`config.mk`:
```
export PLATFORM = sky130hd
export DESIGN_NAME = bwbm_judge
export DESIGN_NICKNAME = d
export VERILOG_FILES = /design/src/hw/rtl/bwbm_pkg.sv /design/src/hw/rtl/bwbm_judge.sv
export SDC_FILE = /design/constraint.sdc
export NUM_CORES = 1
export LEC_CHECK = 0
export ABC_AREA = 1
export BUFFER_PORTS_ARGS = -buffer_cell sky130_fd_sc_hd__buf_2
export CORE_MARGIN = 3
export CORE_UTILIZATION = 52
export CTS_BUF_LIST = sky130_fd_sc_hd__clkbuf_4 sky130_fd_sc_hd__clkbuf_8 sky130_fd_sc_hd__clkbuf_16
export DETAILED_ROUTE_END_ITERATION = 7
export GPL_TIMING_DRIVEN = 1
export PLACE_DENSITY_LB_ADDON = 0.2
export SLEW_MARGIN = 20
export SYNTH_ARGS = -nofsm -noshare
export SYNTH_HDL_FRONTEND = slang
export SYNTH_SLANG_ARGS = --single-unit
export TNS_END_PERCENT = 10
```
`constraint.sdc`:
```
create_clock -name aclk -period 1.4 [get_ports aclk]
set_input_delay 0.07 -clock aclk [delete_from_list [all_inputs] [get_ports aclk]]
set_output_delay 0.07 -clock aclk [all_outputs]
set_load 0.02 [all_outputs]
```
`src/hw/rtl/bwbm_pkg.sv`:
```
package bwbm_pkg;

    localparam int FW_W        = 11;
    localparam int FH_W        = 12;
    localparam int ROW_W       = 12;
    localparam int COL_OUT_W   = 10;
    localparam int ENTRY_W     = 4;
    localparam int CFG_INDEX_W = 4;
    localparam int CFG_DATA_W  = 12;

    localparam logic [CFG_INDEX_W-1:0] REG_FRAME_WIDTH  = CFG_INDEX_W'(0);
    localparam logic [CFG_INDEX_W-1:0] REG_FRAME_HEIGHT = CFG_INDEX_W'(1);

    localparam logic [FW_W-1:0] FRAME_WIDTH_RESET  = FW_W'(640);
    localparam logic [FH_W-1:0] FRAME_HEIGHT_RESET = FH_W'(480);
    localparam int MIN_SIDE = 5;

    typedef struct packed {
        logic rd_en;
        logic advance;
        logic clear;
    } store_ctrl_t;

endpackage

```
`src/hw/rtl/bwbm_judge.sv`:
```
module bwbm_judge #(
    parameter int CW = 10
) (
    input  logic                              aclk,
    input  logic                              aresetn,
    input  logic                              advance,
    input  logic                              m_ready,
    input  logic                              pix,
    input  logic [bwbm_pkg::ROW_W-1:0]        row,
    input  logic [CW-1:0]                     col,
    input  logic [bwbm_pkg::ENTRY_W-1:0]      rd_entry,
    output logic [bwbm_pkg::ENTRY_W-1:0]      wr_entry,
    output logic                              mark,
    output logic                              m_valid,
    output logic                              m_center_valid,
    output logic [bwbm_pkg::ROW_W-1:0]        m_center_row,
    output logic [bwbm_pkg::COL_OUT_W-1:0]    m_center_column,
    output logic                              m_mark_center
);
    import bwbm_pkg::*;

    localparam int XW = (CW > COL_OUT_W) ? CW : COL_OUT_W;

    function automatic logic [24:0] win_bit(input int y, input int x);
        win_bit = 25'd1 << (x * 5 + y);
    endfunction

    localparam logic [24:0] BREAK_PATH =
        win_bit(2,2) | win_bit(3,0) | win_bit(3,1) | win_bit(3,3) | win_bit(3,4);
    localparam logic [24:0] BREAK_BACK =
        win_bit(0,0) | win_bit(0,1) | win_bit(0,2) | win_bit(0,3) | win_bit(0,4) |
        win_bit(1,0) | win_bit(1,1) | win_bit(1,2) | win_bit(1,3) | win_bit(1,4) |
        win_bit(2,0) | win_bit(2,1) | win_bit(2,3) | win_bit(2,4) |
        win_bit(4,0) | win_bit(4,1) | win_bit(4,2) | win_bit(4,3) | win_bit(4,4);
    localparam logic [24:0] BAND_PATH =
        win_bit(0,0) | win_bit(0,1) | win_bit(1,1) | win_bit(1,2) | win_bit(2,2) |
        win_bit(2,3) | win_bit(3,3) | win_bit(3,4) | win_bit(4,4);
    localparam logic [24:0] BAND_BACK =
        win_bit(0,2) | win_bit(0,3) | win_bit(0,4) | win_bit(1,0) |
        win_bit(1,3) | win_bit(1,4) | win_bit(2,0) | win_bit(2,1) |
        win_bit(2,4) | win_bit(3,0) | win_bit(3,1) | win_bit(3,2) |
        win_bit(4,0) | win_bit(4,1) | win_bit(4,2) | win_bit(4,3);
    localparam logic [24:0] CENTRE = win_bit(2,2);

    logic [24:0]        window_reg, window_new;
    logic [4:0]         col5;
    logic               judged, fit_break, fit_band;
    logic [CW-1:0]      col_m2;
    logic [XW-1:0]      col_ext;
    logic               m_valid_reg;

    always_comb begin
        col5       = {pix, rd_entry};
        window_new = {col5, window_reg[24:5]};
        judged     = (row >= ROW_W'(4)) && (col >= CW'(4));
        fit_break  = ((window_new & BREAK_PATH) == '0) && ((window_new & BREAK_BACK) == BREAK_BACK);
        fit_band   = ((window_new & BAND_PATH) == '0) && ((window_new & BAND_BACK) == BAND_BACK);
        mark       = advance && judged && (fit_break || fit_band);
        wr_entry   = col5[4:1];
        col_m2     = col - CW'(2);
        col_ext    = XW'(col_m2);
    end

    always_ff @(posedge aclk) begin
        if (!aresetn) begin
            window_reg  <= '0;
            m_valid_reg <= 1'b0;
        end else begin
            if (advance) begin
                window_reg  <= mark ? (window_new & ~CENTRE) : window_new;
                m_valid_reg <= 1'b1;
            end else if (m_ready) begin
                m_valid_reg <= 1'b0;
            end
        end
    end

    always_ff @(posedge aclk) begin
        if (advance) begin
            m_center_valid  <= judged;
            m_center_row    <= judged ? (row - ROW_W'(2)) : '0;
            m_center_column <= judged ? col_ext[COL_OUT_W-1:0] : '0;
            m_mark_center   <= mark;
        end
    end

    assign m_valid = m_valid_reg;

endmodule

```
### After elaboration in Yosys (flattened, before gate mapping)

Index checks and enable logic that the tools add are counted.

| word-level totals | value |
|---|---|
| word-level logic and storage cells | 24 |
| bits of input ports | 31 |
| latch bits | 0 |
| output and inout bits | 30 |
| flip-flop bits (word level) | 50 |
| bits in writable memories | 0 |
| bits in read-only memories | 0 |
| memories kept | 0 |

| cells by class | value |
|---|---|
| eq/ne operators | 2 |
| $mul | 0 |
| reductions and logical operators | 9 |
| div/mod/pow operators | 0 |
| bitwise gates (word level) | 0 |
| shifts and indexed selects | 0 |
| add/subtract/negate cells | 2 |
| muxes and demuxes | 3 |
| magnitude comparators | 2 |

Operator list:

| kind | number |
|---|---|
| 25-bit zero test | 2 |
| 19-bit equality test, second input constant | 1 |
| 16-bit equality test, second input constant | 1 |
| 13-bit two-way mux | 1 |
| 12-bit by 3-bit >= comparator with 1-bit output, second input constant | 1 |
| 12-bit by 2-bit subtractor with 12-bit output, second input constant | 1 |
| 10-bit by 3-bit >= comparator with 1-bit output, second input constant | 1 |
| 10-bit by 2-bit subtractor with 10-bit output, second input constant | 1 |
| 1-bit logical AND | 5 |
| 1-bit two-way mux | 2 |
| 2-bit nonzero test | 1 |
| 1-bit logical OR | 1 |

### Logic depth before layout (Yosys ltp)

Gate-level depths: netlist of run 1.

| logic depth | value |
|---|---|
| depth after elaboration | 5 |
| mapped depth | 8 |
| mapped depth without buffers | 8 |

### Worst setup path before layout of run 1

No wires, ideal clock.

| timing path | value |
|---|---|
| kind | register to register |
| start point | register window_reg[20] |
| end point | register m_mark_center, data pin |
| setup slack | 0.184 ns |
| arrival time | 0.975 ns |
| path buffers | 0 |
| stages on the path, launching flop included | 7 |
| setup time | 0.240 ns |
| cell sequence | dfxtp_1 -> nand2_1 -> nor2_1 -> nand3_1 -> nor2_1 -> nand2_1 -> nor2_1 |

| on the way | value |
|---|---|
| word-level cells in the longest chain between the ends | 4 |

RTL lines:

| item | line | text |
|---|---|---|
| start: declaration | bwbm_judge.sv:45 | `logic [24:0] window_reg, window_new;` |
| start signal: assignment | bwbm_judge.sv:70 | `window_reg <= mark ? (window_new & ~CENTRE) : window_new;` |
| 19-bit equality test / 16-bit equality test (equally long branches) | bwbm_judge.sv:56, bwbm_judge.sv:57 |  |
| 1-bit logical AND (on tied branches) | bwbm_judge.sv:56, bwbm_judge.sv:57 |  |
| 1-bit logical OR (*) | bwbm_judge.sv:58 | `mark = advance && judged && (fit_break \|\| fit_band);` |
| 1-bit logical AND (*) | bwbm_judge.sv:58 |  |
| net mark | bwbm_judge.sv:13 | `output logic mark,` |
| end signal: assignment | bwbm_judge.sv:83 | `m_mark_center <= mark;` |
| end: declaration | bwbm_judge.sv:18 | `output logic m_mark_center` |

Mark *: on every way through the listed nets, which the timed path passes. The rest lies on a longest branch.
A chain may end at the register's enable or synchronous reset.

### Worst setup path after layout of run 1

| timing path | value |
|---|---|
| start point | register window_reg[20] |
| end point | output mark |

| on the way | value |
|---|---|
| word-level cells in the longest chain between the ends | 4 |

RTL lines:

| item | line |
|---|---|
| 19-bit equality test / 16-bit equality test (equally long branches) | bwbm_judge.sv:56, bwbm_judge.sv:57 |
| 1-bit logical AND (on tied branches) | bwbm_judge.sv:56, bwbm_judge.sv:57 |
| 1-bit logical OR (*) | bwbm_judge.sv:58 |
| 1-bit logical AND (*) | bwbm_judge.sv:58 |
| end: declaration | bwbm_judge.sv:13 |

Mark *: on every way between the ends. The rest lies on a longest branch, timed or not.

==> metrics.md, run 1 <==
| Metric | Value |
|---|---|
| Status | `finished with violations` |
| Failing checks | `setup timing` |
| CP Class | `register to output pin` |
| Nets | `363` |
| Final setup fails | `1` |
| Sequential area share after synthesis | `51.9%` |
| Worst EP arrival | `1.34 ns` |
| Syn Inst Count | `266` |
| Critical Path RT | `1.33 ns` |
| Grt total ovfl | `0` |
| CTS buffer count | `5` |
| Slew Viols, Final | `0` |
| Mapped Nets | `299` |
| Layout cells sized above 1 | `33.5%` |
| Crit path cell chain | `nand2_1 > nor2_1 > nand3_1 > nor2_2 > nand2_1 > nor2_2 > buf_6` |
| Die X | `71 um` |
| Initial core utilization | `54.5%` |
| Startpoint Class | `register` |
| Fin worst setup slack | `-0.00574 ns` |
| Max_cap viols | `0` |
| Reg area | `1150 um2` |
| RSZ-0062 raised after global routing | `true` |
| Post-Synthesis Cell Area | `2200 um2` |
| #FFs+latches synth | `45` |
| Pre-antenna DRT Iters | `4` |
| CP max stage delay | `0.34 ns` |
| Post-DRT Antenna Nets | `0` |
| Crit path max-delay cell type | `dfxtp_2` |
| Placed Cells | `368` |
| Hold WS | `0.0211 ns` |
| Inserted Diodes | `0` |
| Area of the multi-input gates | `871 um2` |
| Most frequent cells in the layout | `buf_2, nor2_1, nand2_1, inv_1, edfxtp_1` |
| Initial DRC count | `100` |
| YS warnings | `0` |
| Fmax | `0.711 GHz` |
| Period minus WS final | `1.41 ns` |
| Finished Cell Area | `2680 um2` |
| Pwr Total | `2.94 mW` |
| Commonest non-fill, non-tap cell in the layout | `buf_2` |
| Final GP Congestion | `0.865` |
| Largest net degree at the start of global routing | `23` |
| First-pass GRT wire length | `7220 um` |
| Max reg flops | `20` |
| CTS Hold Bufs | `0` |
| Clk Latency, worst-skew pair | `0.29 ns` |
| Core box area | `4030 um2` |
| Area after DPL | `2500 um2` |
| # rows | `23` |
| Period utilisation layout | `100%` |
| Fill cells | `367` |
| Synth unique cells | `24` |
| PD cells | `1100 nW/um2` |
| Worst slew pin tran | `0.480 ns` |
| P&R area growth vs syn | `22.1%` |
| Die area | `5040 um2` |
| Drt wl/cell | `11.4 um` |
| DRC Markers | `0` |
| Initial antenna violation count | `0` |
| Vias per inst | `4.84` |
| Total Neg Setup Slack | `-0.00574 ns` |
| Routed wire length | `4340 um` |
| Max VDD drop | `0.712 mV` |
| Vias | `1844` |
| Buffers on Ports | `60` |
| CTS tree | `built` |
| Crit. End Element | `output pin` |
| DP HPWL | `3260 um` |
| Clock H-tree levels | `2` |
| Maximum fanout along the worst path | `3` |
| CTS root buffer | `clkbuf_8` |
| DIE HEIGHT | `71 um` |
| All-Layer GR Usage | `17.7%` |
| Clock-pin slew on the worst setup and hold paths | `0.08 ns` |
| # IOs | `61` |
| Worst path bufs/invs | `1` |
| Non-Filler Instances | `381` |
| CTS sink cnt | `45` |
| Max clock buf depth | `2` |
| Worst relative slew slack | `67.9%` |
| Fin. Hold Viols | `0` |
| Leak Pwr | `1.21 nW` |
| Clock Skews | `0.00222 ns` |
| Cell family with most CP delay | `simple AND/OR/NAND/NOR gates` |
| Avg Cell Area, Syn | `8.26 um2` |
| Vias in the first global route | `1705` |
| Worst min path class | `primary input to register` |
final cells by class:
cell class                 instances  area share (%)
inverter                          30            4.38
multi-input combinational        180            32.5
sequential                        45            43.1
clock inverter                     2            1.26
clock buffer                       6            2.85
tap                               50            2.33
timing repair buffer              68            13.7
repair_timing:
action | CTS | global route
buffers inserted | 4 | 1
resized for setup | 8 | 11
setup endpoints to repair | 1 | 2
endpoints found under the hold margin | 0 | 0
pin swaps | 3 | 6
cell families (layout without fill, tap and decap cells):
group | after synthesis | count (layout) | synth area share, %
DFF | 45 | 45 | 51.9
xor gates and xnor gates | 8 | 8 | 3.19
buffers and inverters | 41 | 106 | 8.88
adders and majority gates | 2 | 2 | 1.14
AOI/OAI and AO/OA | 36 | 36 | 8.43
and+or+nand+nor | 134 | 134 | 26.4
through the flow:
stage / utilization, % / setup slack, ns
after floorplan: - / 0.184
after global placement: 62.2 / 0.107
after detailed placement: 62.2 / 0.00560
after CTS: 66.1 / -0.0479
after global routing: 66.6 / -0.106
final: 66.6 / -0.00574
layer usage:
| layer | vias up | wire length (um) | track usage [%] |
|---|---|---|---|
| li1 | 971 | - | - |
| met1 | 819 | 1920 | 22.2 |
| met2 | 47 | 2090 | 29.4 |
| met3 | 7 | 264 | 4.55 |
| met4 | 0 | 61 | 6.89 |
| met5 | - | 0 | 0 |
worst paths after layout:
path,startpoint,endpoint,slack (ns),cells after the start
min reg2reg,m_valid,m_valid,0.46,2
max,window_reg[20],mark,-0.006,7
min,m_ready,m_valid,0.02,4
max reg2reg,window_reg[23],m_mark_center,0.04,10
Yosys cell counts:
library cell	count	share of area, %
a211oi_1	1	0.34
a21oi_1	13	3.0
buf_12	1	0.91
buf_2	3	0.68
buf_4	4	1.4
clkbuf_1	2	0.34
clkbuf_2	1	0.23
dfxtp_1	21	19
edfxtp_1	24	33
ha_1	2	1.1
inv_1	29	5.0
inv_6	1	0.40
nand2_1	43	7.3
nand2_2	1	0.28
nand3_1	11	2.5
nand3b_1	1	0.34
nand4_1	2	0.57
nor2_1	59	10
nor2_2	15	4.3
nor2_4	2	1.0
o21ai_0	21	4.8
o21bai_1	1	0.34
xnor2_1	2	0.80
xor2_1	6	2.4
report_power, final:
part | switching, mW | internal (mW)
combinational | 0.283 | 0.162
sequential | 0.0408 | 1.50
clock | 0.408 | 0.546
worst min-delay path, stage by stage:
cell and delay (ns):
buf_2 0.07, inv_1 0.03, nand2_1 0.04, a21oi_1 0.05
Note: power is estimated with default switching activity, not from simulation.
==> run 2, diff against run 1 <==
RECOVER_POWER = 25   (was not set)
==> run 2 against run 1 <==
The run still ends with setup timing left; sequential power about the same; largest power group unchanged; maximum frequency barely moved; sequential share of layout area is 0.080 points higher; cell area down 0.19%; register-to-register slack is essentially flat; final cell count unchanged; highest routed layer unchanged; first-iteration DRC count did not move; routed wire length increased by 0.18%; sequential cell count is the same.
==> metrics.md, run 2 (synthesis results as in run 1) <==
| Metric | Value |
|---|---|
| Clock-pin slew on the worst setup and hold paths | `0.08 ns (about the same)` |
| Pre-antenna DRT Iters | `4 (unchanged)` |
| Max_cap viols | `0 (unchanged)` |
| Sequential share of power | `52.4% (about the same)` |
| Fin. Hold Viols | `0 (unchanged)` |
| Leak Pwr | `1.20 nW (-0.91%)` |
| CP max stage delay | `0.34 ns (about the same)` |
| Fmax | `0.711 GHz (about the same)` |
| Startpoint Class | `register` |
| Status | `finished with violations` |
| Post-DRT Antenna Nets | `0 (unchanged)` |
| Die X | `71 um (unchanged)` |
| Area of the multi-input gates | `871 um2 (unchanged)` |
| Routed wire length | `4340 um (+0.18%)` |
| Worst EP arrival | `1.34 ns (about the same)` |
| CTS sink cnt | `45 (unchanged)` |
| Area after DPL | `2500 um2 (unchanged)` |
| Finished Cell Area | `2680 um2 (-0.19%)` |
| Clock H-tree levels | `2 (unchanged)` |
| RSZ-0062 raised after global routing | `true` |
| Fin worst setup slack | `-0.00570 ns (+0.0000384 ns)` |
| # rows | `23 (unchanged)` |
| Vias per inst | `4.83 (-0.22%)` |
| Layout cells sized above 1 | `32.3% (-1.2 points)` |
| # IOs | `61 (unchanged)` |
| Largest net degree at the start of global routing | `23 (unchanged)` |
| Crit. End Element | `output pin` |
| Max clock buf depth | `2 (unchanged)` |
| Non-Filler Instances | `381 (unchanged)` |
| Worst relative slew slack | `67.9% (unchanged)` |
| Drt wl/cell | `11.4 um (+0.18%)` |
| Vias | `1840 (-0.22%)` |
| Reg area | `1150 um2 (unchanged)` |
| CTS Hold Bufs | `0 (unchanged)` |
| Initial core utilization | `54.5% (unchanged)` |
| Clk Latency, worst-skew pair | `0.29 ns (about the same)` |
| Die area | `5040 um2 (unchanged)` |
| DRC Markers | `0 (unchanged)` |
| Final setup fails | `1 (unchanged)` |
| PD cells | `1100 nW/um2 (+0.15%)` |
| CTS buffer count | `5 (unchanged)` |
| Initial DRC count | `100 (unchanged)` |
| Failing checks | `setup timing` |
| Worst slew pin tran | `0.480 ns (unchanged)` |
| CTS root buffer | `clkbuf_8` |
| Max VDD drop | `0.712 mV (+0.10%)` |
| Crit path cell chain | `nand2_1 > nor2_1 > nand3_1 > nor2_2 > nand2_1 > nor2_2 > buf_6` |
| All-Layer GR Usage | `17.7% (unchanged)` |
| Final GP Congestion | `0.865 (unchanged)` |
| Initial antenna violation count | `0 (unchanged)` |
| Switching pwr | `0.732 mW (about the same)` |
| Internal power | `2.21 mW (about the same)` |
| Slew Viols, Final | `0 (unchanged)` |
| Nets | `363 (unchanged)` |
| Most frequent cells in the layout | `nor2_1, buf_2, nand2_1, inv_1, edfxtp_1` |
| Clock share of power | `32.5% (about the same)` |
| Max reg flops | `20 (unchanged)` |
| CTS tree | `built` |
| First-pass GRT wire length | `7220 um (unchanged)` |
| P&R area growth vs syn | `21.9%` |
| DIE HEIGHT | `71 um (unchanged)` |
| Inserted Diodes | `0 (unchanged)` |
| Worst min path class | `primary input to register` |
| Period utilisation layout | `100% (about the same)` |
| Commonest non-fill, non-tap cell in the layout | `nor2_1` |
| DP HPWL | `3260 um (unchanged)` |
| Period minus WS final | `1.41 ns (-0.0000384 ns)` |
| Vias in the first global route | `1705 (unchanged)` |
| CP Class | `register to output pin` |
| Buffers on Ports | `60 (unchanged)` |
| Placed Cells | `368 (unchanged)` |
| Critical Path RT | `1.33 ns (about the same)` |
| Grt total ovfl | `0 (unchanged)` |
| Maximum fanout along the worst path | `3 (unchanged)` |
| Fill cells | `371 (+1.1%)` |
| Core box area | `4030 um2 (unchanged)` |
| Logic gate share of total power | `15.1% (about the same)` |
| Switching Share | `24.9% (+0.033 points)` |
| Crit path max-delay cell type | `dfxtp_2` |
| Clock Skews | `0.00201 ns (-0.000214 ns)` |
run 2: stage by stage:
step	power, mW	utilization, %	setup WS (ns)	setup TNS, ns	hold slack (ns)
detailed placement	2.01	62.2	0.00560	0	0.329
floorplan	1.84	-	0.184	0	0.182
global route	3.07	66.5	-0.106	-0.152	0.0403
global placement	2.00	62.2	0.107	0	0.314
CTS	2.96	66.1	-0.0479	-0.0479	0.0174
finish	2.94	66.5	-0.00570	-0.00570	0.0211
run 2: path summary, 6_finish.rpt:
| path | from | depth (start not counted) | endpoint | slack, ns |
|---|---|---|---|---|
| setup reg to reg | window_reg[23] | 10 | m_mark_center | 0.04 |
| hold reg to reg | m_valid | 2 | m_valid | 0.46 |
| setup / recovery | window_reg[20] | 7 | mark | -0.006 |
| hold / removal | m_ready | 4 | m_valid | 0.02 |
run 2: repair_timing:
| action | 4_1_cts | 5_1_grt |
|---|---|---|
| gates cloned | 0 | 0 |
| pin swaps | 3 | 6 |
| gates resized for setup | 8 | 11 |
| setup endpoints to repair | 1 | 2 |
| setup buffers | 4 | 1 |
run 2: final cells by class:
class | count | share of cell area [%]
inverter | 30 | 4.39
tap | 50 | 2.34
clock inverter | 2 | 1.26
timing repair buffer | 68 | 13.5
multi-input combinational | 180 | 32.5
sequential | 45 | 43.1
clock buffer | 6 | 2.85
run 2: critical path, delay by kind of cell, from the launching register on:
| kind | cells | cell delay, ns |
|---|---|---|
| flops | 1 | 0.34 |
| simple gates | 6 | 0.58 |
| buf+inv | 1 | 0.13 |
run 2: power by group through the flow:
| stage | Combinational (mW) | Sequential, mW | Clock [mW] |
|---|---|---|---|
| after floorplan | 0.193 | 1.64 | 0 |
| after global placement | 0.434 | 1.56 | 0 |
| after detailed placement | 0.441 | 1.56 | 0 |
| after CTS | 0.444 | 1.54 | 0.974 |
| after global routing | 0.497 | 1.55 | 1.02 |
| final | 0.443 | 1.54 | 0.954 |
run 2: per-layer routing:
metal,global-route usage (%),part of all wire [%],vias up
met5,0,0,-
met1,22.2,44,819
met4,6.89,1.0,0
li1,-,-,971
met3,4.55,6.0,4
met2,29.4,49,46
