`src/hw/rtl/bwbm_pkg.sv`:
```
package bwbm_pkg;

    localparam int FW_W        = 11;
    localparam int FH_W        = 12;
    localparam int ROW_W       = 12;
    localparam int COL_OUT_W   = 10;
    localparam int ENTRY_W     = 4;
    localparam int CFG_INDEX_W = 4;
    localparam int CFG_DATA_W  = 12;

    localparam logic [CFG_INDEX_W-1:0] REG_FRAME_WIDTH  = CFG_INDEX_W'(0);
    localparam logic [CFG_INDEX_W-1:0] REG_FRAME_HEIGHT = CFG_INDEX_W'(1);

    localparam logic [FW_W-1:0] FRAME_WIDTH_RESET  = FW_W'(640);
    localparam logic [FH_W-1:0] FRAME_HEIGHT_RESET = FH_W'(480);
    localparam int MIN_SIDE = 5;

    typedef struct packed {
        logic rd_en;
        logic advance;
        logic clear;
    } store_ctrl_t;

endpackage

```
`src/hw/rtl/bwbm_cfg.sv`:
```
module bwbm_cfg #(
    parameter int MAX_WIDTH = 1024,
    parameter int WB        = 11
) (
    input  logic                                  aclk,
    input  logic                                  aresetn,
    input  logic                                  cfg_valid,
    output logic                                  cfg_ready,
    input  logic [bwbm_pkg::CFG_INDEX_W-1:0]      cfg_index,
    input  logic [bwbm_pkg::CFG_DATA_W-1:0]       cfg_data,
    output logic [WB-1:0]                         used_width,
    output logic [bwbm_pkg::FH_W-1:0]             used_height
);
    import bwbm_pkg::*;

    logic [FW_W-1:0] frame_width_reg;
    logic [FH_W-1:0] frame_height_reg;
    logic [WB-1:0]   fw_ext;

    assign cfg_ready = 1'b1;

    always_ff @(posedge aclk) begin
        if (!aresetn) begin
            frame_width_reg  <= FRAME_WIDTH_RESET;
            frame_height_reg <= FRAME_HEIGHT_RESET;
        end else if (cfg_valid && cfg_ready) begin
            if (cfg_index == REG_FRAME_WIDTH) begin
                frame_width_reg <= cfg_data[FW_W-1:0];
            end else if (cfg_index == REG_FRAME_HEIGHT) begin
                frame_height_reg <= cfg_data[FH_W-1:0];
            end
        end
    end

    always_comb begin
        fw_ext = WB'(frame_width_reg);
        priority if (fw_ext < WB'(MIN_SIDE)) begin
            used_width = WB'(MIN_SIDE);
        end else if (fw_ext > WB'(MAX_WIDTH)) begin
            used_width = WB'(MAX_WIDTH);
        end else begin
            used_width = fw_ext;
        end
        used_height = (frame_height_reg < FH_W'(MIN_SIDE)) ? FH_W'(MIN_SIDE) : frame_height_reg;
    end

endmodule

```
`config.mk`:
```
export PLATFORM = sky130hd
export DESIGN_NAME = bwbm_cfg
export DESIGN_NICKNAME = d
export VERILOG_FILES = /design/src/hw/rtl/bwbm_pkg.sv /design/src/hw/rtl/bwbm_cfg.sv
export SDC_FILE = /design/constraint.sdc
export NUM_CORES = 1
export LEC_CHECK = 0
export ABC_CLOCK_PERIOD_IN_PS = 3600
export BUFFER_PORTS_ARGS = -buffer_cell sky130_fd_sc_hd__buf_2
export CAP_MARGIN = 25
export CORE_MARGIN = 1.5
export CORE_UTILIZATION = 38
export DETAILED_ROUTE_END_ITERATION = 10
export PLACE_DENSITY = 0.61
export SYNTH_ARGS = -nofsm -noshare
export SYNTH_HDL_FRONTEND = slang
export SYNTH_SLANG_ARGS = --single-unit
```
`constraint.sdc`:
```
create_clock -name aclk -period 3.6 [get_ports aclk]
set_input_delay 0.54 -clock aclk [delete_from_list [all_inputs] [get_ports aclk]]
set_output_delay 0.54 -clock aclk [all_outputs]
set_load 0.01 [all_outputs]
```
* Yosys cells after proc, flatten, opt, wreduce, memory -nomap -nowiden *
Index checks and enable logic that the tools add are counted.

word-level totals
  register bits = 23
  input bits = 19
  output and inout bits = 24
  word-level logic and storage cells = 13

cells by class
  order comparisons = 3
  equal/unequal tests = 1
  mux-type cells = 3
  bitwise operators = 1
  reduce and logical (&&, ||, !) cells = 3

operator list
  operator                                                                number
  11-bit 2-to-1 mux                                                       2
  12-bit by 3-bit < comparator with 1-bit output (second input constant)  1
  12-bit 2-to-1 mux                                                       1
  11-bit > comparator (second input constant)                             1
  11-bit by 3-bit < comparator with 1-bit output (second input constant)  1
  4-bit by 1-bit == test with 1-bit output (second input constant)        1
  4-bit zero test                                                         1
  3-bit AND reduction                                                     1
  2-bit AND reduction                                                     1
  1-bit NOT                                                               1

* Logic depth before layout (Yosys ltp) *
Gate-level depths: netlist of the first run.

  depth in word-level cells = 3
  depth in mapped cells = 5
  mapped depth without buffers = 3

* Worst setup path before layout of the first run *
Ideal clock, no wire load.

  kind = input -> register
  start point = input port cfg_index[1] (netlist name)
  end point = register frame_height_reg[10]
  arrival time = 1496 ps
  path slack = 2033 ps
  stages on the path = 5
  cell sequence = nor4b_4 and2_0 buf_4 buf_12 mux2i_1

on the way
  cells in the longest elaborated chain, start to end = 3
  elaborated cells between the ends (all ways) = 4

RTL lines
  what                               RTL line        source
  from (decl)                        bwbm_cfg.sv:9   input logic [bwbm_pkg::CFG_INDEX_W-1:0] cfg_index,
  4-bit zero test                    bwbm_cfg.sv:27  if (cfg_index == REG_FRAME_WIDTH) begin
  1-bit NOT (no line)                n/a
  3-bit AND reduction (no line) (*)  n/a
  to (signal assigned)               bwbm_cfg.sv:30  frame_height_reg <= cfg_data[FH_W-1:0];
  to (decl)                          bwbm_cfg.sv:17  logic [FH_W-1:0] frame_height_reg;

Mark *: on every way between the ends. The rest lies on a longest branch, timed or not.
A chain may end at the register's enable or synchronous reset.

* Worst setup path after layout of the first run *
  start point = register frame_width_reg[6]
  end point = output port used_width[0]

on the way
  cells in the longest elaborated chain, start to end = 3
  elaborated cells between the ends (all ways) = 4

RTL lines
  what                    RTL line        source
  from (decl)             bwbm_cfg.sv:16  logic [FW_W-1:0] frame_width_reg;
  from (signal assigned)  bwbm_cfg.sv:28  frame_width_reg <= cfg_data[FW_W-1:0];
  11-bit > comparator     bwbm_cfg.sv:39  end else if (fw_ext > WB'(MAX_WIDTH)) begin
  11-bit 2-to-1 mux       bwbm_cfg.sv:39
  11-bit 2-to-1 mux (*)   bwbm_cfg.sv:37  priority if (fw_ext < WB'(MIN_SIDE)) begin
  to (decl)               bwbm_cfg.sv:11  output logic [WB-1:0] used_width,

Marked as above.

==> out/qor.yml, run 1 <==
run_status:
  outcome: "finished, final reports clean"
logic_synthesis:
  synthCells: 135
  ys.warnings.count: 0
  ys_seq_area_share_pct: 41.0
  yosys.cell_types.count: 26
  synth-seq-cells: 23
  syn_area_mm2: 0.00112
  synth_nets: 154
  syn_area_per_cell_um2: 8.31
route:
  dr.pass1.iters: 4
  first_iter_violations: 21
  routedWlPerCell_um: 12.0
  via_per_inst: 4.79
  totalWireLength_um: 2300
  dr_total_vias: 920
  drcViolationCount: 0
  ant_nets: 0
sta:
  timing.final.ws_setup_ns: 1.51
  worst_slew_margin_rel_pct: 41.4
  rsz0062_at_grt: "no"
  layout_min_cycle_time_ns: 2.09
  maxSlewViolCount: 0
  fin_crit_sh_pct: 58.0
  finalSetupTns_ns: 0
  fin_hold_ws_ns: 0.470
  skew_ns: 0
  tightest_slew_ns: 0.878
  fmax_mhz: 479
  finalHoldViolations: 0
  setup_viol: 0
clock_network:
  clk_pin_slew_ns: 0.11
  clock_latency_ns: 0.31
  ctsHtreeMaxLevel: 1
  postCtsHoldBufs: 0
  root_buffer: "clkbuf_4"
  cts_made_buffers: 3
  cts_resized: 0
  cts_tree: "yes"
  numClockSinks: 23
  cts_max_path_buffers: 2
  cts_setup_buffers: 0
placement:
  pre_cts_slack_ns: 1.39
  numPortBuffers: 41
  gp_congestion: 0.730
  dp_hpwl_um: 1740
floorplanning:
  fp.dieH_um: 57.3
  die_w_um: 57.3
  start_util_pct: 40.4
  core_area_mm2: 0.00278
  placementRows: 19
  die_area_mm2: 0.00329
  pin_count: 43
power_and_ir_drop:
  power_density_mw_per_mm2: 322
  power_leakage_uw: 0.000635
  peakVddDrop_v: 0.000231
setup_path:
  cp_cell_sequence: "nor4_1 > a31oi_1 > nor2_1 > buf_2"
  worst-endpoint-arrival_ns: 1.55
  reg2reg_depth: 2
  r2r_setup_slack_ns: 2.75
  path_class: "reg -> out"
  critPathBufInv: 1
  r2r-end: "frame_width_reg[10]"
  crit_family: "simple AND/OR/NAND/NOR gates"
  timing.rr.start: "frame_width_reg[10]"
  cp_slowest_stage_delay_ns: 0.52
  cp-end-kind: "output pin"
  cp_data_required_time_ns: 3.06
  cp_max_fo: 3
  crit_slowest_cell: "nor4_1"
  start_kind: "flip-flop"
hold_path:
  hp-class: "reg -> reg"
  holdPathEnd: "frame_width_reg[0]"
  worstHoldStart: "frame_width_reg[0]"
  holdPathStages: 2
final_layout:
  num_antenna_cells: 0
  drive_above_1_share_pct: 28.0
  nFillCells: 298
  layout.nets: 181
  largest_reg_flops: 12
  area_delta_synth_final_pct: 15.5
job:
  drv_cap: 0
grt:
  grt_pass1_wl_um: 3770
  grt_pass1_vias: 852
  grt_usage_pct: 14.5
  grt_start_max_net_pins: 36
  overflow: 0
  antenna_found_initial: 0
==> worst max-delay path by stage <==
stage | startpoint | to | depth (start not counted)
2_1_floorplan | cfg_index[1] | frame_height_reg[10] | 5
3_3_place_gp | cfg_index[1] | frame_height_reg[1] | 4
3_5_place_dp | cfg_index[1] | frame_height_reg[10] | 4
4_1_cts | frame_width_reg[6] | used_width[0] | 4
5_1_grt | frame_width_reg[6] | used_width[0] | 4
6_report | frame_width_reg[6] | used_width[0] | 4
==> cell families (layout without fill, tap and decap cells) <==
family	Yosys count	in the layout	synth area share, %
mux	18	18	16.1
buf+inv	25	51	10.6
compound gates	10	10	5.80
other cells	1	1	0.334
flops	23	23	41.0
simple gates	58	58	26.2
==> layout make-up <==
cell class	instances	area (µm²)	area share, %
Multi-Input combinational cell	87	543	41.9
Sequential cell	23	460	35.5
Timing Repair Buffer	41	205	15.8
Tap cell	31	38.8	2.99
Clock buffer	4	26.3	2.03
Inverter	6	22.5	1.74
==> synthesized netlist by cell type <==
cell type	count	area, µm²
nand3_1	3	15.0
nor4b_4	1	23.8
nor4_1	2	12.5
conb_1	1	3.75
clkbuf_1	15	56.3
nand3b_1	1	7.51
buf_2	1	5.00
a311oi_1	1	8.76
buf_4	2	15.0
a21oi_1	3	15.0
a31oi_1	1	6.26
buf_12	1	20.0
dfxtp_1	23	460
o21ai_0	1	5.00
nand2_1	29	109
and2_1	1	6.26
nand4_1	1	6.26
inv_1	6	22.5
nor2_1	4	15.0
nor2b_1	8	50.1
and2b_1	1	7.51
nor3_1	2	10.0
o211ai_1	4	30.0
nand2b_1	4	25.0
mux2i_1	18	180
and2_0	1	6.26
==> worst min-delay path, stage by stage, from the launching register on <==
cell	delay (ns)
dfxtp_1	0.33
nand2_1	0.05
mux2i_1	0.05
==> report_power, final <==
group	leakage, µW	internal [µW]	switching [µW]	total [µW]
clock	0.0000150	43.2	73.1	116
sequential	0.000186	258	2.98	261
combinational	0.000434	17.4	22.1	39.5
total	0.000635	319	98.1	417
==> cells in the final DEF (no fill, tap or decap) <==
cell type,n
buf_2,41
nand2_1,29
dfxtp_1,23
mux2i_1,18
nor2b_1,8
inv_1,6
nor2_1,4
nand2b_1,4
o211ai_1,4
a21oi_1,3
nand3_1,3
clkbuf_4,3
nor4_1,2
nor3_1,2
a311oi_1,1
a31oi_1,1
o21ai_0,1
nand4_1,1
and2_1,1
nor4b_4,1
and2_0,1
and2b_1,1
nand3b_1,1
conb_1,1
clkbuf_1,1
==> layer usage <==
layer	GRT usage (%)	share of wire, %	vias up
met5	0	0	-
met4	4.98	1.4	0
met3	2.27	3.8	5
met2	23.9	46	24
met1	19.2	48	408
li1	-	-	483
==> stage by stage <==
step	area, µm²	util (%)	instances	total power [µW]
final	1300	46.6	192	417
after global routing	1300	46.6	192	442
after CTS	1300	46.6	192	421
after detailed placement	1270	45.7	188	307
after global placement	1270	45.7	188	306
after floorplan	1120	-	135	291
Power figures use the tool's default switching activity.
==> run 2: changes to the inputs <==
Settings changed: ABC_AREA from default to 1, ABC_CLOCK_PERIOD_IN_PS 3600 to 2100.
Clock period 3.6 ns to 2.1 ns, I/O delays scaled along.
==> run 2 against run 1 <==
Compared with the run above:
- global-route usage up 1.3 points
- sequential share of layout area up 0.17 points
- critical path type unchanged
- non-clock buffer count unchanged
- largest cell class unchanged
- highest routed layer unchanged
==> out/qor.yml, run 2 <==
sta:
  maxSlewViolCount: 0
  fmax_mhz: 584
  finalSetupTns_ns: 0
  rsz0062_at_grt: "no"
  finalHoldViolations: 0
  layout_min_cycle_time_ns: 1.71
  skew_ns: 0
  setup_viol: 0
  fin_crit_sh_pct: 81.6
final_layout:
  num_antenna_cells: 0
  largest_reg_flops: 12
  multi_input_area_um2: 505
  final_util_pct: 46.8
  drive_above_1_share_pct: 26.4
  regArea_um2: 460
  nFillCells: 303
  layout.nets: 221
  final_common_cell: "nand2_1"
  final_cell_mix: "nand2_1, buf_2, nor2_1"
  area_delta_synth_final_pct: 17.2
clock_network:
  cts_tree: "yes"
  clk_pin_slew_ns: 0.13
  cts_resized: 0
  clock_latency_ns: 0.29
  postCtsHoldBufs: 0
  numClockSinks: 23
  ctsHtreeMaxLevel: 1
  cts_made_buffers: 3
  cts_setup_buffers: 0
  cts_max_path_buffers: 2
  root_buffer: "clkbuf_4"
run_status:
  outcome: "finished, final reports clean"
logic_synthesis:
  ys_seq_area_share_pct: 41.8
  yosysMostFrequentCell: "nand2_1"
  synth-seq-cells: 23
  synth_enable_flop_cells: 0
  synth_area_leaders: "dfxtp_1, nand2_1, nor2_1"
  synthArstFlopShare_pct: 0
  ys.flop_type: "dfxtp_1"
  syn_area_per_cell_um2: 6.40
  syn_area_mm2: 0.00110
  synth_top_area_share_pct: 41.8
  yosys.cell_types.count: 18
  ys.warnings.count: 0
  yosysTopAreaCell: "dfxtp_1"
  synth_nets: 191
  ys_top_cells_by_count: "nand2_1, nor2_1, dfxtp_1"
  synthCells: 172
floorplanning:
  fp.dieH_um: 56.8
  pin_count: 43
  core_area_mm2: 0.00276
  die_area_mm2: 0.00323
  die_w_um: 56.8
  placementRows: 19
  start_util_pct: 39.9
route:
  totalWireLength_um: 2450
  dr.pass1.iters: 4
  drcViolationCount: 0
  via_per_inst: 4.66
  routedWlPerCell_um: 10.5
  first_iter_violations: 22
  ant_nets: 0
  dr_total_vias: 1080
placement:
  numPortBuffers: 41
  gp_congestion: 0.855
  dp_hpwl_um: 1930
hold_path:
  worstHoldStart: "cfg_data[7]"
  hp-class: "in -> reg"
grt:
  grt_pass1_vias: 984
  grt_usage_pct: 15.7
  overflow: 0
  antenna_found_initial: 0
  grt_start_max_net_pins: 18
  grt_pass1_wl_um: 4210
power_and_ir_drop:
  power_leakage_uw: 0.000632
  power_density_mw_per_mm2: 552
  peakVddDrop_v: 0.000315
job:
  drv_cap: 0
setup_path:
  cp_data_required_time_ns: 1.78
  worst-endpoint-arrival_ns: 1.40
  cp-end-kind: "output pin"
  timing.rr.start: "frame_width_reg[10]"
  path_class: "reg -> out"
  cp_max_fo: 6
  start_kind: "flip-flop"
  crit_path_start: "frame_width_reg[0]"
-- run 2: metrics by stage --
| step | hold slack, ns | setup WS, ns | total power (µW) | instances | area, µm² |
|---|---|---|---|---|---|
| floorplan | 0.399 | 0.895 | 494 | 172 | 1100 |
| global placement | 0.468 | 0.748 | 523 | 228 | 1260 |
| detailed placement | 0.462 | 0.705 | 524 | 228 | 1260 |
| CTS | 0.214 | 0.362 | 715 | 232 | 1290 |
| global route | 0.221 | 0.214 | 747 | 232 | 1290 |
| finish | 0.222 | 0.386 | 712 | 232 | 1290 |
-- run 2: final timing paths --
| path | slack, ns | depth (start not counted) | end |
|---|---|---|---|
| worst max-delay path | 0.39 | 6 | used_width[1] |
| worst min register to register | 0.50 | 2 | frame_width_reg[1] |
| worst max register to register | 1.38 | 2 | frame_width_reg[10] |
| worst min-delay path | 0.22 | 3 | frame_width_reg[7] |
-- run 2: area by class of cell --
cell class | instances | area share, %
inverter | 14 | 4.07
multi-input combinational | 119 | 39.2
sequential | 23 | 35.7
clock buffer | 3 | 1.75
timing repair buffer | 41 | 15.9
tap | 31 | 3.01
clock inverter | 1 | 0.388
-- run 2: power by group --
group	internal [µW]	total [µW]	leakage, µW	switching, µW
clock network	70.8	197	0.0000177	126
registers	443	448	0.000186	5.00
logic	27.2	66.8	0.000428	39.7
-- run 2: critical path: stages (launching register included) --
cell and delay, ns:
dfxtp_1 0.38, nor2_1 0.09, nand3_1 0.09, nor2_1 0.04, nor2_1 0.28, nor2_1 0.08
buf_2 0.15
-- run 2: logic make-up (layout without fill, tap and decap cells) --
family                 after synthesis  after routing  synth area share [%]
and+or+nand+nor                    100            100                  37.4
buffers and inverters               30             59                  12.3
other                                1              1                 0.341
DFF                                 23             23                  41.8
AOI/OAI and AO/OA                   18             18                  8.18
-- run 2: metal layers --
layer | vias to the layer above | share of wire, % | GRT usage (%)
met1 | 469 | 48 | 21.9
met2 | 32 | 47 | 26.6
met5 | - | 0 | 0
met4 | 0 | 0.65 | 3.32
met3 | 2 | 4.6 | 1.38
li1 | 577 | - | -
==> run 3: changes to the inputs <==
Settings changed: ABC_CLOCK_PERIOD_IN_PS 2100 to 1480, PLACE_DENSITY 0.61 to 0.63.
Clock period 2.1 ns to 1.48 ns, I/O delays scaled along.
==> run 3 against run 2 <==
Compared with the run above:
- the run now ends with negative setup slack left
- combinational power rose by 59%
- first-iteration DRC count rose by 36%
- clock power rose by 42%
- non-clock buffer count rose by 8
- critical path depth did not move
- register-to-register slack got worse by 0.64 ns
- global-route usage rose by 1.0 points
- routed wire length rose by 8.7%
- die area did not move
- worst hold slack got worse by 0.087 ns
- count of clock-buffer cells in the layout rose by 1
- highest routed layer unchanged
==> out/qor.yml, run 3 (synthesized netlist as in run 2, its figures left out) <==
sta:
  rsz0062_at_grt: "yes"
  layout_min_cycle_time_ns: 1.54
  skew_ns: 0
  fmax_mhz: 649
  fin_crit_sh_pct: 104
  maxSlewViolCount: 0
  timing.final.ws_setup_ns: -0.0597
  finalHoldViolations: 0
  setup_viol: 8
clock_network:
  cts_max_path_buffers: 2
  numClockSinks: 23
  cts_tree: "yes"
  cts_made_buffers: 3
  root_buffer: "clkbuf_4"
  clock_latency_ns: 0.30
  postCtsHoldBufs: 0
  clk_pin_slew_ns: 0.12
  ctsHtreeMaxLevel: 1
floorplanning:
  die_w_um: 56.8
  fp.dieH_um: 56.8
  start_util_pct: 39.9
  die_area_mm2: 0.00323
  placementRows: 19
  core_area_mm2: 0.00276
  pin_count: 43
route:
  via_per_inst: 4.66
  routedWlPerCell_um: 11.1
  dr.pass1.iters: 4
  first_iter_violations: 30
  ant_nets: 0
  totalWireLength_um: 2660
  drcViolationCount: 0
  dr_total_vias: 1119
setup_path:
  cp-end-kind: "output pin"
  worst-endpoint-arrival_ns: 1.32
  cp_data_required_time_ns: 1.26
  start_kind: "flip-flop"
  path_class: "reg -> out"
  cp_max_fo: 6
power_and_ir_drop:
  power_leakage_uw: 0.000702
  power_density_mw_per_mm2: 698
  peakVddDrop_v: 0.000578
final_layout:
  num_antenna_cells: 0
  final_util_pct: 53.2
  drive_above_1_share_pct: 45.5
  area_delta_synth_final_pct: 33.3
  final_common_cell: "nand2_1"
  layout.nets: 229
  largest_reg_flops: 12
  final_cell_mix: "nand2_1, buf_2, dfxtp_2"
  final_cell_area_mm2: 0.00147
placement:
  numPortBuffers: 41
  dp_hpwl_um: 1970
  place_area_mm2: 0.00127
  gp_congestion: 0.845
grt:
  antenna_found_initial: 0
  grt_usage_pct: 16.8
  grt_start_max_net_pins: 18
  grt_pass1_vias: 1063
  overflow: 0
  grt_pass1_wl_um: 4350
run_status:
  violations: "negative setup slack"
  outcome: "finished with violations"
hold_path:
  hp-class: "in -> reg"
job:
  drv_cap: 0
==> run 3: critical path: stages (launching register included) <==
cell and delay [ns]:
dfxtp_2 0.35, nor2_4 0.14, nand3_2 0.10, nor2_4 0.14, nor2_4 0.06, nor2_1 0.10
buf_2 0.13
==> run 3: path summary, 6_finish.rpt <==
path	slack [ns]	start	end	cells past startpoint
min reg2reg	0.48	frame_height_reg[2]	frame_height_reg[2]	2
min	0.13	cfg_data[5]	frame_height_reg[5]	3
max	-0.06	frame_width_reg[6]	used_width[5]	6
max reg2reg	0.74	frame_width_reg[6]	frame_width_reg[6]	3
==> run 3: timing repair <==
action                                  in CTS  in global routing
buffers inserted                             6                  1
gates resized for setup                     38                  8
endpoints found under the setup margin      10                 11
pin swaps                                    9                  8
endpoints found under the hold margin        0                  0
==> run 3: layout make-up <==
class,count,area (µm²)
Fill cell,288,1290
Multi-Input combinational cell,119,586
Sequential cell,23,487
Timing Repair Buffer,49,278
Inverter,14,52.6
Tap cell,31,38.8
Clock buffer,4,26.3
==> run 3: report_power, final <==
part           leakage (µW)  internal [µW]  total (µW)  switching (µW)
clock network     0.0000150            105         279             175
logic              0.000495           45.9         106            60.4
registers          0.000192            629         638            8.56
==> run 3: layer usage <==
layer,track usage (%),up-vias,wire length (µm)
li1,-,592,-
met1,20.8,495,1200
met2,29.1,28,1300
met3,2.07,4,110
met4,6.98,0,45
met5,0,-,0
==> run 3: through the flow <==
stage          power (µW)  instances  setup TNS [ns]  worst slack, ns  hold WS, ns
6_report             1020        240          -0.269          -0.0597        0.135
5_1_grt              1060        240           -1.24           -0.172        0.148
4_1_cts              1030        239          -0.284          -0.0487        0.128
3_5_place_dp          745        229               0            0.126        0.447
3_3_place_gp          743        229               0            0.236        0.444
2_1_floorplan         700        172               0            0.368        0.306
